File: src/hdl/csc_pkg.sv
// Shared types, constants and calendar tables for the calendar seconds converter.
// No dependencies.
package csc_pkg;

  typedef struct packed {
    logic        action;
    logic [13:0] year_in;
    logic [3:0]  month_in;
    logic [4:0]  day_in;
    logic [4:0]  hour_in;
    logic [5:0]  minute_in;
    logic [5:0]  second_in;
    logic [31:0] count_in;
  } csc_in_t;

  typedef struct packed {
    logic [31:0] count_out;
    logic [13:0] year_out;
    logic [3:0]  month_out;
    logic [4:0]  day_out;
    logic [4:0]  hour_out;
    logic [5:0]  minute_out;
    logic [5:0]  second_out;
    logic [2:0]  weekday;
    logic [8:0]  year_day;
    logic        invalid;
  } csc_out_t;

  typedef enum logic [2:0] {
    DIV_C100 = 3'd0,
    DIV_DAY  = 3'd1,
    DIV_HR   = 3'd2,
    DIV_MIN  = 3'd3,
    DIV_WK   = 3'd4
  } csc_div_sel_t;

  typedef struct packed {
    logic         start;
    logic [31:0]  dividend;
    csc_div_sel_t sel;
  } csc_div_req_t;

  typedef struct packed {
    logic        done;
    logic [31:0] quot;
    logic [16:0] rem;
  } csc_div_rsp_t;

  localparam logic        ACT_TO_SECS  = 1'b0;
  localparam logic [16:0] SECS_PER_DAY = 17'd86400;
  localparam logic [16:0] SECS_PER_HR  = 17'd3600;
  localparam logic [16:0] SECS_PER_MIN = 17'd60;
  localparam logic [16:0] DAYS_PER_WK  = 17'd7;
  localparam logic [16:0] YEARS_PER_C  = 17'd100;
  localparam logic [31:0] EPOCH_DAY    = 32'd722815;
  localparam logic [13:0] EPOCH_YEAR   = 14'd1980;
  localparam logic [6:0]  EPOCH_MOD100 = 7'd80;
  localparam logic [8:0]  EPOCH_MOD400 = 9'd380;

  localparam logic [31:0] RECIP_C100 = 32'd42949672;
  localparam logic [31:0] RECIP_DAY  = 32'd49710;
  localparam logic [31:0] RECIP_HR   = 32'd1193046;
  localparam logic [31:0] RECIP_MIN  = 32'd71582788;
  localparam logic [31:0] RECIP_WK   = 32'd613566756;

  function automatic logic [16:0] div_const(input csc_div_sel_t sel);
    logic [16:0] v;
    case (sel)
      DIV_C100: v = YEARS_PER_C;
      DIV_DAY:  v = SECS_PER_DAY;
      DIV_HR:   v = SECS_PER_HR;
      DIV_MIN:  v = SECS_PER_MIN;
      DIV_WK:   v = DAYS_PER_WK;
      default:  v = DAYS_PER_WK;
    endcase
    return v;
  endfunction

  function automatic logic [31:0] div_recip(input csc_div_sel_t sel);
    logic [31:0] v;
    case (sel)
      DIV_C100: v = RECIP_C100;
      DIV_DAY:  v = RECIP_DAY;
      DIV_HR:   v = RECIP_HR;
      DIV_MIN:  v = RECIP_MIN;
      DIV_WK:   v = RECIP_WK;
      default:  v = RECIP_WK;
    endcase
    return v;
  endfunction

  function automatic logic [4:0] month_len(input logic leap, input logic [3:0] m);
    logic [4:0] v;
    case (m)
      4'd1, 4'd3, 4'd5, 4'd7, 4'd8, 4'd10, 4'd12: v = 5'd31;
      4'd4, 4'd6, 4'd9, 4'd11:                    v = 5'd30;
      4'd2:                                       v = leap ? 5'd29 : 5'd28;
      default:                                    v = 5'd0;
    endcase
    return v;
  endfunction

  function automatic logic [8:0] days_before(input logic leap, input logic [3:0] m);
    logic [8:0] v;
    logic [8:0] l;
    l = {8'd0, leap};
    case (m)
      4'd1:    v = 9'd0;
      4'd2:    v = 9'd31;
      4'd3:    v = 9'd59 + l;
      4'd4:    v = 9'd90 + l;
      4'd5:    v = 9'd120 + l;
      4'd6:    v = 9'd151 + l;
      4'd7:    v = 9'd181 + l;
      4'd8:    v = 9'd212 + l;
      4'd9:    v = 9'd243 + l;
      4'd10:   v = 9'd273 + l;
      4'd11:   v = 9'd304 + l;
      4'd12:   v = 9'd334 + l;
      default: v = 9'd0;
    endcase
    return v;
  endfunction

endpackage

File: src/hdl/csc_div.sv
// Constant divider: reciprocal multiply on one shared 32x32 multiplier, then one
// correction step (states MULQ, MULR, SUB, FIX). Depends on csc_pkg.
module csc_div (
  input  logic                  clk,
  input  logic                  rst_n,
  input  csc_pkg::csc_div_req_t req,
  output csc_pkg::csc_div_rsp_t rsp
);

  typedef enum logic [4:0] {
    D_IDLE = 5'b00001,
    D_MULQ = 5'b00010,
    D_MULR = 5'b00100,
    D_SUB  = 5'b01000,
    D_FIX  = 5'b10000
  } dstate_t;

  dstate_t     state_r, state_nxt;
  logic [31:0] x_r, x_nxt;
  logic [31:0] m_r, m_nxt;
  logic [16:0] d_r, d_nxt;
  logic [63:0] p_r, p_nxt;
  logic [31:0] q_r, q_nxt;
  logic [17:0] r_r, r_nxt;
  logic        done_r, done_nxt;
  logic [31:0] mul_a;
  logic [31:0] mul_b;
  logic [63:0] prod;
  logic        fit;

  assign mul_a = (state_r == D_MULQ) ? x_r : p_r[63:32];
  assign mul_b = (state_r == D_MULQ) ? m_r : {15'd0, d_r};
  assign prod  = {32'd0, mul_a} * {32'd0, mul_b};
  assign fit   = r_r >= {1'b0, d_r};

  always_comb begin
    state_nxt = state_r;
    x_nxt     = x_r;
    m_nxt     = m_r;
    d_nxt     = d_r;
    p_nxt     = p_r;
    q_nxt     = q_r;
    r_nxt     = r_r;
    done_nxt  = 1'b0;
    if (req.start) begin
      x_nxt     = req.dividend;
      m_nxt     = csc_pkg::div_recip(req.sel);
      d_nxt     = csc_pkg::div_const(req.sel);
      state_nxt = D_MULQ;
    end else begin
      case (state_r)
        D_IDLE: begin
          state_nxt = D_IDLE;
        end
        D_MULQ: begin
          p_nxt     = prod;
          state_nxt = D_MULR;
        end
        D_MULR: begin
          q_nxt     = p_r[63:32];
          p_nxt     = prod;
          state_nxt = D_SUB;
        end
        D_SUB: begin
          r_nxt     = 18'(x_r - p_r[31:0]);
          state_nxt = D_FIX;
        end
        D_FIX: begin
          if (fit) begin
            q_nxt = q_r + 32'd1;
            r_nxt = r_r - {1'b0, d_r};
          end
          done_nxt  = 1'b1;
          state_nxt = D_IDLE;
        end
        default: begin
          state_nxt = D_IDLE;
        end
      endcase
    end
  end

  always_ff @(posedge clk) begin
    x_r <= x_nxt;
    m_r <= m_nxt;
    d_r <= d_nxt;
    p_r <= p_nxt;
    q_r <= q_nxt;
    r_r <= r_nxt;
    if (!rst_n) begin
      state_r <= D_IDLE;
      done_r  <= 1'b0;
    end else begin
      state_r <= state_nxt;
      done_r  <= done_nxt;
    end
  end

  assign rsp.done = done_r;
  assign rsp.quot = q_r;
  assign rsp.rem  = r_r[16:0];

  a_done_idle: assert property (@(posedge clk) disable iff (!rst_n)
    done_r |-> state_r == D_IDLE) else $error("divider done while running");
  a_rem_bound: assert property (@(posedge clk) disable iff (!rst_n)
    done_r |-> r_r < {1'b0, d_r}) else $error("remainder not below divisor");
  a_start_runs: assert property (@(posedge clk) disable iff (!rst_n)
    req.start |=> state_r == D_MULQ) else $error("divider did not start");

endmodule

File: src/hdl/calendar_seconds_converter_unit.sv
// Calendar seconds converter top level: sequencer around one shared constant divider.
// Depends on csc_pkg and csc_div.
//
// Usage: drive in_item and raise start; the transaction is taken on a rising edge
// with start high and busy low. busy stays high until the result is produced.
// action 0 turns a date and time into seconds since 1980-01-01 plus weekday and
// day of year (all zero with invalid set when a check fails); action 1 turns a
// seconds count into year, month, day, hour, minute and second.
// Each result appears on out_item for one cycle with out_valid high; the
// receiver takes it at the end of that cycle and cannot stall it.
// action 0 runs two divisions on the shared reciprocal divider (year by 100,
// then day number by 7 for the weekday); an invalid date or time ends after the
// first. action 1 runs three divisions (day, hour, minute), then steps one whole
// year at a time from 1980 and then one month at a time to reach the result.
// One transaction at a time; a new one is taken in the cycle out_valid shows.
// Reset (rst_n low, synchronous) returns the sequencer to idle and drops any
// transaction in flight.
module calendar_seconds_converter_unit (
  input  logic              clk,
  input  logic              rst_n,
  input  logic              start,
  output logic              busy,
  input  csc_pkg::csc_in_t  in_item,
  output logic              out_valid,
  output csc_pkg::csc_out_t out_item
);

  typedef enum logic [10:0] {
    S_IDLE   = 11'b00000000001,
    S_A0_DIV = 11'b00000000010,
    S_A0_DAY = 11'b00000000100,
    S_A0_SEC = 11'b00000001000,
    S_A0_WK  = 11'b00000010000,
    S_A1_DIV = 11'b00000100000,
    S_A1_HR  = 11'b00001000000,
    S_A1_MIN = 11'b00010000000,
    S_A1_YR  = 11'b00100000000,
    S_A1_MON = 11'b01000000000,
    S_A0_MUL = 11'b10000000000
  } state_t;

  state_t                state_r, state_nxt;
  csc_pkg::csc_in_t      in_r, in_nxt;
  csc_pkg::csc_out_t     out_r, out_nxt;
  logic                  out_valid_r, out_valid_nxt;
  csc_pkg::csc_div_req_t dreq;
  csc_pkg::csc_div_rsp_t drsp;

  logic [22:0] ymul_r, ymul_nxt;
  logic [11:0] corr_r, corr_nxt;
  logic [8:0]  doy_r, doy_nxt;
  logic [22:0] dn_r, dn_nxt;
  logic [16:0] tod_r, tod_nxt;
  logic [31:0] prod_r, prod_nxt;
  logic [15:0] days_r, days_nxt;
  logic [13:0] yr_r, yr_nxt;
  logic [6:0]  m100_r, m100_nxt;
  logic [8:0]  m400_r, m400_nxt;
  logic [3:0]  mon_r, mon_nxt;

  logic        accept;
  logic [7:0]  cq, cq1;
  logic [6:0]  cr;
  logic        lp0, ok0;
  logic [13:0] ym1;
  logic        lp1;
  logic [8:0]  ylen;
  logic [4:0]  mlen;
  logic [48:0] prod_full;
  logic [31:0] diff;

  assign accept = start && !busy;
  assign busy   = (state_r != S_IDLE);

  csc_div u_div (
    .clk  (clk),
    .rst_n(rst_n),
    .req  (dreq),
    .rsp  (drsp)
  );

  assign cq  = drsp.quot[7:0];
  assign cr  = drsp.rem[6:0];
  assign lp0 = (in_r.year_in[1:0] == 2'd0) && ((cr != 7'd0) || (cq[1:0] == 2'd0));
  assign ok0 = (in_r.year_in != 14'd0) && (in_r.month_in >= 4'd1) &&
               (in_r.month_in <= 4'd12) && (in_r.day_in != 5'd0) &&
               (in_r.day_in <= csc_pkg::month_len(lp0, in_r.month_in)) &&
               (in_r.hour_in < 5'd24) && (in_r.minute_in < 6'd60) &&
               (in_r.second_in < 6'd60);
  assign cq1 = (cr != 7'd0) ? cq : 8'(cq - 8'd1);
  assign ym1 = 14'(in_r.year_in - 14'd1);

  assign lp1  = (yr_r[1:0] == 2'd0) && ((m100_r != 7'd0) || (m400_r == 9'd0));
  assign ylen = lp1 ? 9'd366 : 9'd365;
  assign mlen = csc_pkg::month_len(lp1, mon_r);

  assign diff      = {9'd0, dn_r} - csc_pkg::EPOCH_DAY;
  assign prod_full = {17'd0, diff} * {32'd0, csc_pkg::SECS_PER_DAY};

  always_comb begin
    state_nxt     = state_r;
    in_nxt        = in_r;
    out_nxt       = out_r;
    out_valid_nxt = 1'b0;
    ymul_nxt      = ymul_r;
    corr_nxt      = corr_r;
    doy_nxt       = doy_r;
    dn_nxt        = dn_r;
    tod_nxt       = tod_r;
    prod_nxt      = prod_r;
    days_nxt      = days_r;
    yr_nxt        = yr_r;
    m100_nxt      = m100_r;
    m400_nxt      = m400_r;
    mon_nxt       = mon_r;
    dreq          = '0;
    case (state_r)
      S_IDLE: begin
        if (accept) begin
          in_nxt  = in_item;
          out_nxt = '0;
          dreq.start = 1'b1;
          if (in_item.action == csc_pkg::ACT_TO_SECS) begin
            dreq.dividend = {18'd0, in_item.year_in};
            dreq.sel      = csc_pkg::DIV_C100;
            state_nxt     = S_A0_DIV;
          end else begin
            dreq.dividend = in_item.count_in;
            dreq.sel      = csc_pkg::DIV_DAY;
            state_nxt     = S_A1_DIV;
          end
        end
      end
      S_A0_DIV: begin
        if (drsp.done) begin
          if (!ok0) begin
            out_nxt.invalid = 1'b1;
            out_valid_nxt   = 1'b1;
            state_nxt       = S_IDLE;
          end else begin
            ymul_nxt  = 23'(ym1) * 23'd365;
            corr_nxt  = 12'({2'd0, ym1[13:2]} - {6'd0, cq1} + {8'd0, cq1[7:2]});
            doy_nxt   = csc_pkg::days_before(lp0, in_r.month_in) + {4'd0, in_r.day_in};
            state_nxt = S_A0_DAY;
          end
        end
      end
      S_A0_DAY: begin
        dn_nxt    = ymul_r + {11'd0, corr_r} + {14'd0, doy_r};
        tod_nxt   = 17'(in_r.hour_in) * 17'd3600 + 17'(in_r.minute_in) * 17'd60 +
                    {11'd0, in_r.second_in};
        state_nxt = S_A0_MUL;
      end
      S_A0_MUL: begin
        prod_nxt  = prod_full[31:0];
        state_nxt = S_A0_SEC;
      end
      S_A0_SEC: begin
        prod_nxt      = prod_r + {15'd0, tod_r};
        dreq.start    = 1'b1;
        dreq.dividend = {9'd0, 23'(dn_r - 23'd1)};
        dreq.sel      = csc_pkg::DIV_WK;
        state_nxt     = S_A0_WK;
      end
      S_A0_WK: begin
        if (drsp.done) begin
          out_nxt.count_out = prod_r;
          out_nxt.weekday   = 3'(drsp.rem[2:0] + 3'd1);
          out_nxt.year_day  = doy_r;
          out_valid_nxt     = 1'b1;
          state_nxt         = S_IDLE;
        end
      end
      S_A1_DIV: begin
        if (drsp.done) begin
          days_nxt      = drsp.quot[15:0];
          dreq.start    = 1'b1;
          dreq.dividend = {15'd0, drsp.rem};
          dreq.sel      = csc_pkg::DIV_HR;
          state_nxt     = S_A1_HR;
        end
      end
      S_A1_HR: begin
        if (drsp.done) begin
          out_nxt.hour_out = drsp.quot[4:0];
          dreq.start       = 1'b1;
          dreq.dividend    = {15'd0, drsp.rem};
          dreq.sel         = csc_pkg::DIV_MIN;
          state_nxt        = S_A1_MIN;
        end
      end
      S_A1_MIN: begin
        if (drsp.done) begin
          out_nxt.minute_out = drsp.quot[5:0];
          out_nxt.second_out = drsp.rem[5:0];
          yr_nxt             = csc_pkg::EPOCH_YEAR;
          m100_nxt           = csc_pkg::EPOCH_MOD100;
          m400_nxt           = csc_pkg::EPOCH_MOD400;
          state_nxt          = S_A1_YR;
        end
      end
      S_A1_YR: begin
        if (days_r >= {7'd0, ylen}) begin
          days_nxt = days_r - {7'd0, ylen};
          yr_nxt   = yr_r + 14'd1;
          m100_nxt = (m100_r == 7'd99) ? 7'd0 : 7'(m100_r + 7'd1);
          m400_nxt = (m400_r == 9'd399) ? 9'd0 : 9'(m400_r + 9'd1);
        end else begin
          mon_nxt   = 4'd1;
          state_nxt = S_A1_MON;
        end
      end
      S_A1_MON: begin
        if ((days_r >= {11'd0, mlen}) && (mon_r < 4'd12)) begin
          days_nxt = days_r - {11'd0, mlen};
          mon_nxt  = mon_r + 4'd1;
        end else begin
          out_nxt.year_out  = yr_r;
          out_nxt.month_out = mon_r;
          out_nxt.day_out   = 5'(days_r[4:0] + 5'd1);
          out_valid_nxt     = 1'b1;
          state_nxt         = S_IDLE;
        end
      end
      default: begin
        state_nxt = S_IDLE;
      end
    endcase
  end

  always_ff @(posedge clk) begin
    in_r   <= in_nxt;
    out_r  <= out_nxt;
    ymul_r <= ymul_nxt;
    corr_r <= corr_nxt;
    doy_r  <= doy_nxt;
    dn_r   <= dn_nxt;
    tod_r  <= tod_nxt;
    prod_r <= prod_nxt;
    days_r <= days_nxt;
    yr_r   <= yr_nxt;
    m100_r <= m100_nxt;
    m400_r <= m400_nxt;
    mon_r  <= mon_nxt;
    if (!rst_n) begin
      state_r     <= S_IDLE;
      out_valid_r <= 1'b0;
    end else begin
      state_r     <= state_nxt;
      out_valid_r <= out_valid_nxt;
    end
  end

  assign out_valid = out_valid_r;
  assign out_item  = out_r;

  a_accept_busy: assert property (@(posedge clk) disable iff (!rst_n)
    accept |=> busy) else $error("transaction taken but not busy");
  a_result_idle: assert property (@(posedge clk) disable iff (!rst_n)
    out_valid_r |-> !busy) else $error("result shown while busy");
  a_invalid_zero: assert property (@(posedge clk) disable iff (!rst_n)
    out_valid_r && out_r.invalid |-> out_r.count_out == 32'd0 &&
    out_r.weekday == 3'd0 && out_r.year_day == 9'd0)
    else $error("invalid result carries data");
  a_month_range: assert property (@(posedge clk) disable iff (!rst_n)
    out_valid_r && in_r.action != csc_pkg::ACT_TO_SECS |->
    out_r.month_out >= 4'd1 && out_r.month_out <= 4'd12)
    else $error("month out of range");
  a_valid_pulse: assert property (@(posedge clk) disable iff (!rst_n)
    out_valid_r |=> !out_valid_r) else $error("result held for two cycles");

endmodule

File: config.mk
export PLATFORM = sky130hd
export DESIGN_NAME = calendar_seconds_converter_unit
export DESIGN_NICKNAME = d
export VERILOG_FILES = /design/src/hdl/csc_pkg.sv /design/src/hdl/csc_div.sv /design/src/hdl/calendar_seconds_converter_unit.sv
export SDC_FILE = /design/constraint.sdc
export NUM_CORES = 2
export LEC_CHECK = 0
export ABC_AREA = 1
export BUFFER_PORTS_ARGS = -buffer_cell sky130_fd_sc_hd__buf_2
export CAP_MARGIN = 0
export CORE_UTILIZATION = 52
export CTS_CLUSTER_DIAMETER = 40
export DETAILED_ROUTE_END_ITERATION = 12
export PLACE_DENSITY = 0.71
export SETUP_SLACK_MARGIN = 0.1
export SKIP_CTS_REPAIR_TIMING = 1
export SYNTH_ARGS = -nofsm -noshare
export SYNTH_HDL_FRONTEND = slang
export SYNTH_SLANG_ARGS = --single-unit
export TNS_END_PERCENT = 50
File: constraint.sdc
create_clock -name clk -period 7.25 [get_ports clk]
set_input_delay 1.45 -clock clk [delete_from_list [all_inputs] [get_ports clk]]
set_output_delay 1.45 -clock clk [all_outputs]
set_load 0.02 [all_outputs]
# Yosys cells after proc, flatten, opt, wreduce, memory -nomap -nowiden
# Cells that the tools add are included.
[word_totals]
regBits = 504
inputBits = 76
output_inout_bits = 87
elab_cells = 274
[classes]
n_addsub = 33
multipliers = 5
magnitude_cmp = 10
n_eq_ne = 57
mux = 75
n_bitwise = 2
reduce_logical = 54
[op_table]
columns = ["cell", "n"]
rows = [
  ["$pmux W32 S2", 3],
  ["$pmux W36 S4", 1],
  ["$mux W32", 4],
  ["$pmux W11 S11", 1],
  ["$pmux W30 S4", 1],
  ["$mux W36", 3],
  ["$pmux W9 S11", 1],
  ["$mux W11", 8],
  ["$mux W85", 1],
  ["$pmux W17 S4", 1],
  ["$mul A32 B32 Y64", 1],
  ["$mux W9", 6],
  ["$mux W16", 3],
  ["$pmux W12 S2", 2],
  ["$pmux W16 S3", 1],
  ["$pmux W23 S2", 1],
  ["$pmux W5 S3", 3],
  ["$eq A4 B4 Y1 const B", 10],
  ["$add A8 B1 Y9 const A", 4],
  ["$pmux W18 S2", 1],
  ["$mux W35", 1],
  ["$add A32 B1 Y32 const B", 1],
  ["$add A32 B17 Y32", 1],
  ["$eq A4 B3 Y1 const B", 8],
  ["99 further kinds", 169],
]

# Longest topological paths before layout
[logic_depth]
word_depth = 14
depth_mapped = 38
mapped_depth_nobuf = 37

# Cells and area by module
# A second synthesis with hierarchy kept.
[hier_totals]
hier_cells = 7856
hier_area_um2 = 64535.6
[modules_own_cells]
columns = ["module", "instances", "cells_each", "area_each_um2", "seq_area_each_um2"]
rows = [
  ["csc_div", 1, 4894, 39110.0, 4654.5],
  ["calendar_seconds_converter_unit", 1, 2962, 25425.6, 8978.6],
]

# Worst setup path before layout
# Ideal clock, no wire load.
[synth_path]
kind = "reg-to-reg"
start = "reg u_div.state_r[3]"
end = "reg u_div.p_r[59], data pin"
setup_ps = 253
arrival_ps = 7027
required_ps = 6997
setup_slack_ps = -30
path_stages_with_launch = 34
path_buffers = 3
period_less_slack_ps = 7280
path_cell_list = "dfxtp_1 > nor2_2 > nand4_2 > buf_4 > buf_4 > a21oi_2 > buf_4 > nor2_1 > fa_1 > inv_1 > fa_1 > fa_1 > fa_1 > inv_1 > fa_1 > inv_1 > fa_1 > inv_1 > fa_1 > inv_1 > fa_1 > inv_1 > ha_1 > nand2_1 > nor2_1 > inv_1 > o21ai_0 > inv_1 > o21ai_0 > nand2_1 > nand3_1 > nand2_1 > nand4_1 > nand2_1"
[synth_via]
elab_chain_len = 3
word_cells_on_any_way = 4
classes_between = "mul (1); eq/ne (1); mux (2)"
[synth_rtl]
columns = ["item", "line", "rtl"]
rows = [
  ["start, declared", "csc_div.sv:18", "dstate_t state_r, state_nxt;"],
  ["start signal, assigned", "csc_div.sv:94", "state_r <= state_nxt;"],
  ["$eq A5 B2 Y1 *", "csc_div.sv:31, csc_div.sv:32", ""],
  ["$mux W32 (on tied branches)", "csc_div.sv:31, csc_div.sv:32", ""],
  ["$mul A32 B32 Y64 *", "csc_div.sv:33", "assign prod = {32'd0, mul_a} * {32'd0, mul_b};"],
  ["via u_div.prod[59]", "csc_div.sv:28", "logic [63:0] prod;"],
  ["end signal, assigned", "csc_div.sv:87", "p_r <= p_nxt;"],
  ["end, declared", "csc_div.sv:22", "logic [63:0] p_r, p_nxt;"],
]
# The timed path passes the listed nets; every way through them passes the cells marked *.
# A chain may end at the register's enable or synchronous reset.

# Final worst setup path
[layout_path]
start = "reg u_div.state_r[3]"
end = "reg u_div.p_r[54], data pin"
# Same word-level chain as after synthesis.

==> metrics.yaml <==
floorplan:
  ios: 163
  die_height_um: 346
  die-area_um2: 120000
  rows: 125
  die_x_um: 346
  coreArea_um2: 117000
  start_util_pct: 52.7
global_route:
  gr-total-overflow: 0
  grt_pass1_vias: 52800
  grt_pass1_wl_um: 302000
  grt_util_all_layers_pct: 33.2
  grt_antenna_before_repair: 0
  grt_max_degree: 54
hold_path:
  hold_path_end: "tod_r[0]"
  whs_path_depth: 0
  worstHoldStart: "in_r[32]"
  holdCritPathClass: "flip-flop to flip-flop"
setup_path:
  crit_top_cell: "fa_1"
  required_ns: 7.60
  r2r-end: "u_div.p_r[54]"
  critPathLaunchType: "flip-flop"
  cp-end-kind: "flip-flop"
  r2r-start: "u_div.state_r[3]"
  critPathKind: "flip-flop to flip-flop"
  critical_path_arrival_ns: 8.18
  rrSetupSlack_ns: -0.58
  cpPeakStageDelay_ns: 0.56
  slowest_stage: "fa_1"
  crit_fanout: 21
  reg2regPathDepth: 33
synth:
  synth-seq-cells: 444
  synth.top_cells.by_area: "fa_1 27%, edfxtp_1 21%, ha_1 13%"
  synthesis.nets: 8765
  postSynthCellCount: 7209
  synth.avg_cell_area_um2: 8.52
  yosysSeqAreaShare_pct: 21.4
  yosysTopAreaCellShare_pct: 27.4
  synth_warnings: 0
  synth_top_cell_by_area: "fa_1"
  synth_edf_count: 426
  async_flop_share_pct: 0
  ys_types: 72
  ys.flop_type: "edfxtp_1"
  syn-cell-area_um2: 61400
clock_tree:
  clockRootBuffer: "clkbuf_16"
  numClockSinks: 444
  cts_buffers: 84
  clkLatencyLatePin_ns: 0.69
  cts_max_path_buffers: 3
  path_clk_slew_ns: 0.05
  cts_tree: "built"
  htreeDepth: 3
sta:
  hold_slack_ns: 0.445
  fin_crit_ns: 7.83
  worst_slew_pin_slew_ns: 1.16
  fmax_mhz: 128
  maxSlewViolCount: 0
  finalCritPeriodShare_pct: 108
  setup_violations: 32
  skew_ns: 0.0880
  setup_slack_ns: -0.583
  finalHoldViolations: 0
  slew-limit-headroom_pct: 22.4
  rsz0062_at_grt: "yes"
drt:
  via_per_inst: 5.44
  antenna_left: 0
  drtIter0Drc: 4850
  wl_per_cell_um: 20.8
  firstDrtPassIters: 6
  remaining_drc_errors: 0
  wl_um: 198000
  via_count: 51800
layout:
  regArea_um2: 13200
  fillers: 9988
  final_net_count: 9478
  multi_input_area_um2: 41900
  drive_gt1_share_pct: 15.5
  layout.cells.non_filler: 9519
  final_area_um2: 72200
  area_growth_pct: 17.5
placement:
  postPlaceCellArea_um2: 68500
  gp_congestion: 1.07
  placement.io_buffers: 162
  dp_slack_ns: -0.917
  place_inst: 9352
  hpwlAfterDp_um: 168000
flow_run:
  drv_cap: 0
run_status:
  status: "finished with violations"
  violations: "setup timing"
[layer usage]
layer	vias to the layer above	global-route usage [%]	share of wire (%)
met4	0	14.5	5.1
met3	507	7.13	9.6
li1	23800	-	-
met1	25100	44.1	40
met5	-	0	0
met2	2406	52.4	45
[registers in the layout, summed over array words and instances (netlist names), 17 cells and up]
signal and flops:
out_item 85, prod_r 32, ymul_r 23, u_div.p_r 50, dn_r 23, u_div.r_r 18, u_div.x_r 32, tod_r 17
in_r 40
[cells in the final DEF (no fill, tap or decap), types with 18 or more instances in the layout]
master	count
xnor2_1	57
o211ai_1	22
nor2_1	990
a21o_1	19
a21oi_2	40
inv_6	19
or2_2	21
dfxtp_1	18
nor3_1	54
inv_2	45
nor2_2	74
clkbuf_16	84
o21ai_0	200
fa_1	831
ha_1	618
o21ai_1	50
buf_4	555
nor2_4	23
inv_1	1669
buf_12	39
a31oi_1	29
nand4_1	43
nand2_2	38
a21oi_1	249
nand2_1	994
clkinv_1	21
buf_2	162
xor2_1	131
nand3_1	198
edfxtp_1	426
[worst max-delay path: cells and delay by family, from the launching register on]
kind	cells	cell delay (ns)
AND/OR/NAND/NOR	9	1.01
flip-flops	1	0.33
buffers and inverters	11	1.23
AO/OA/AOI/OAI	4	0.60
adder cells (fa/ha/maj)	9	4.32
[Yosys cell counts (all sizes together), types with 57 or more instances]
cell / number
a21oi: 293
buf: 92
edfxtp: 426
fa: 841
ha: 639
inv: 1714
nand2: 1039
nand3: 204
nor2: 1090
nor3: 68
o21ai: 268
xnor2: 57
xor2: 133
[area by class of cell]
type	instances	share of cell area (%)
Inverter	1728	9.00
Multi-Input combinational cell	4903	58.1
Clock inverter	66	1.03
Tap cell	1524	2.64
Sequential cell	444	18.2
Timing Repair Buffer	761	8.06
Clock buffer	92	2.95
Antenna cell	1	0.00347
[worst max path at each step]
stage | startpoint | to | slack (ns) | depth (start not counted)
6_report | u_div.state_r[3] | u_div.p_r[54] | -0.58 | 33
5_1_grt | u_div.state_r[3] | u_div.p_r[54] | -0.80 | 33
4_1_cts | u_div.state_r[3] | u_div.p_r[54] | -1.01 | 31
3_5_place_dp | u_div.state_r[3] | u_div.p_r[54] | -0.92 | 31
3_3_place_gp | u_div.state_r[3] | u_div.p_r[54] | -0.88 | 31
2_1_floorplan | u_div.state_r[3] | u_div.p_r[52] | 0.11 | 34
[cell families (layout without fill, tap and decap cells)]
kind of cell | after synthesis | after routing | synth area share [%]
and+or+nand+nor | 2501 | 2501 | 17.0
DFF | 444 | 444 | 21.4
adders and majority gates | 1480 | 1480 | 40.4
xor gates and xnor gates | 191 | 191 | 2.75
buffers and inverters | 1862 | 2647 | 11.6
AOI/OAI and AO/OA | 727 | 727 | 6.75
muxes | 4 | 4 | 0.0652
other | 0 | 1 | 0
[metrics by stage]
stage	util, %	setup TNS (ns)
final	61.9	-14.45
after global routing	61.9	-21.68
after CTS	61.2	-25.99
after detailed placement	58.7	-23.76
after global placement	58.7	-20.41
after floorplan	-	0
Power is not shown: default switching activity piles up to over one toggle a cycle in this logic, so the estimate is an artifact.
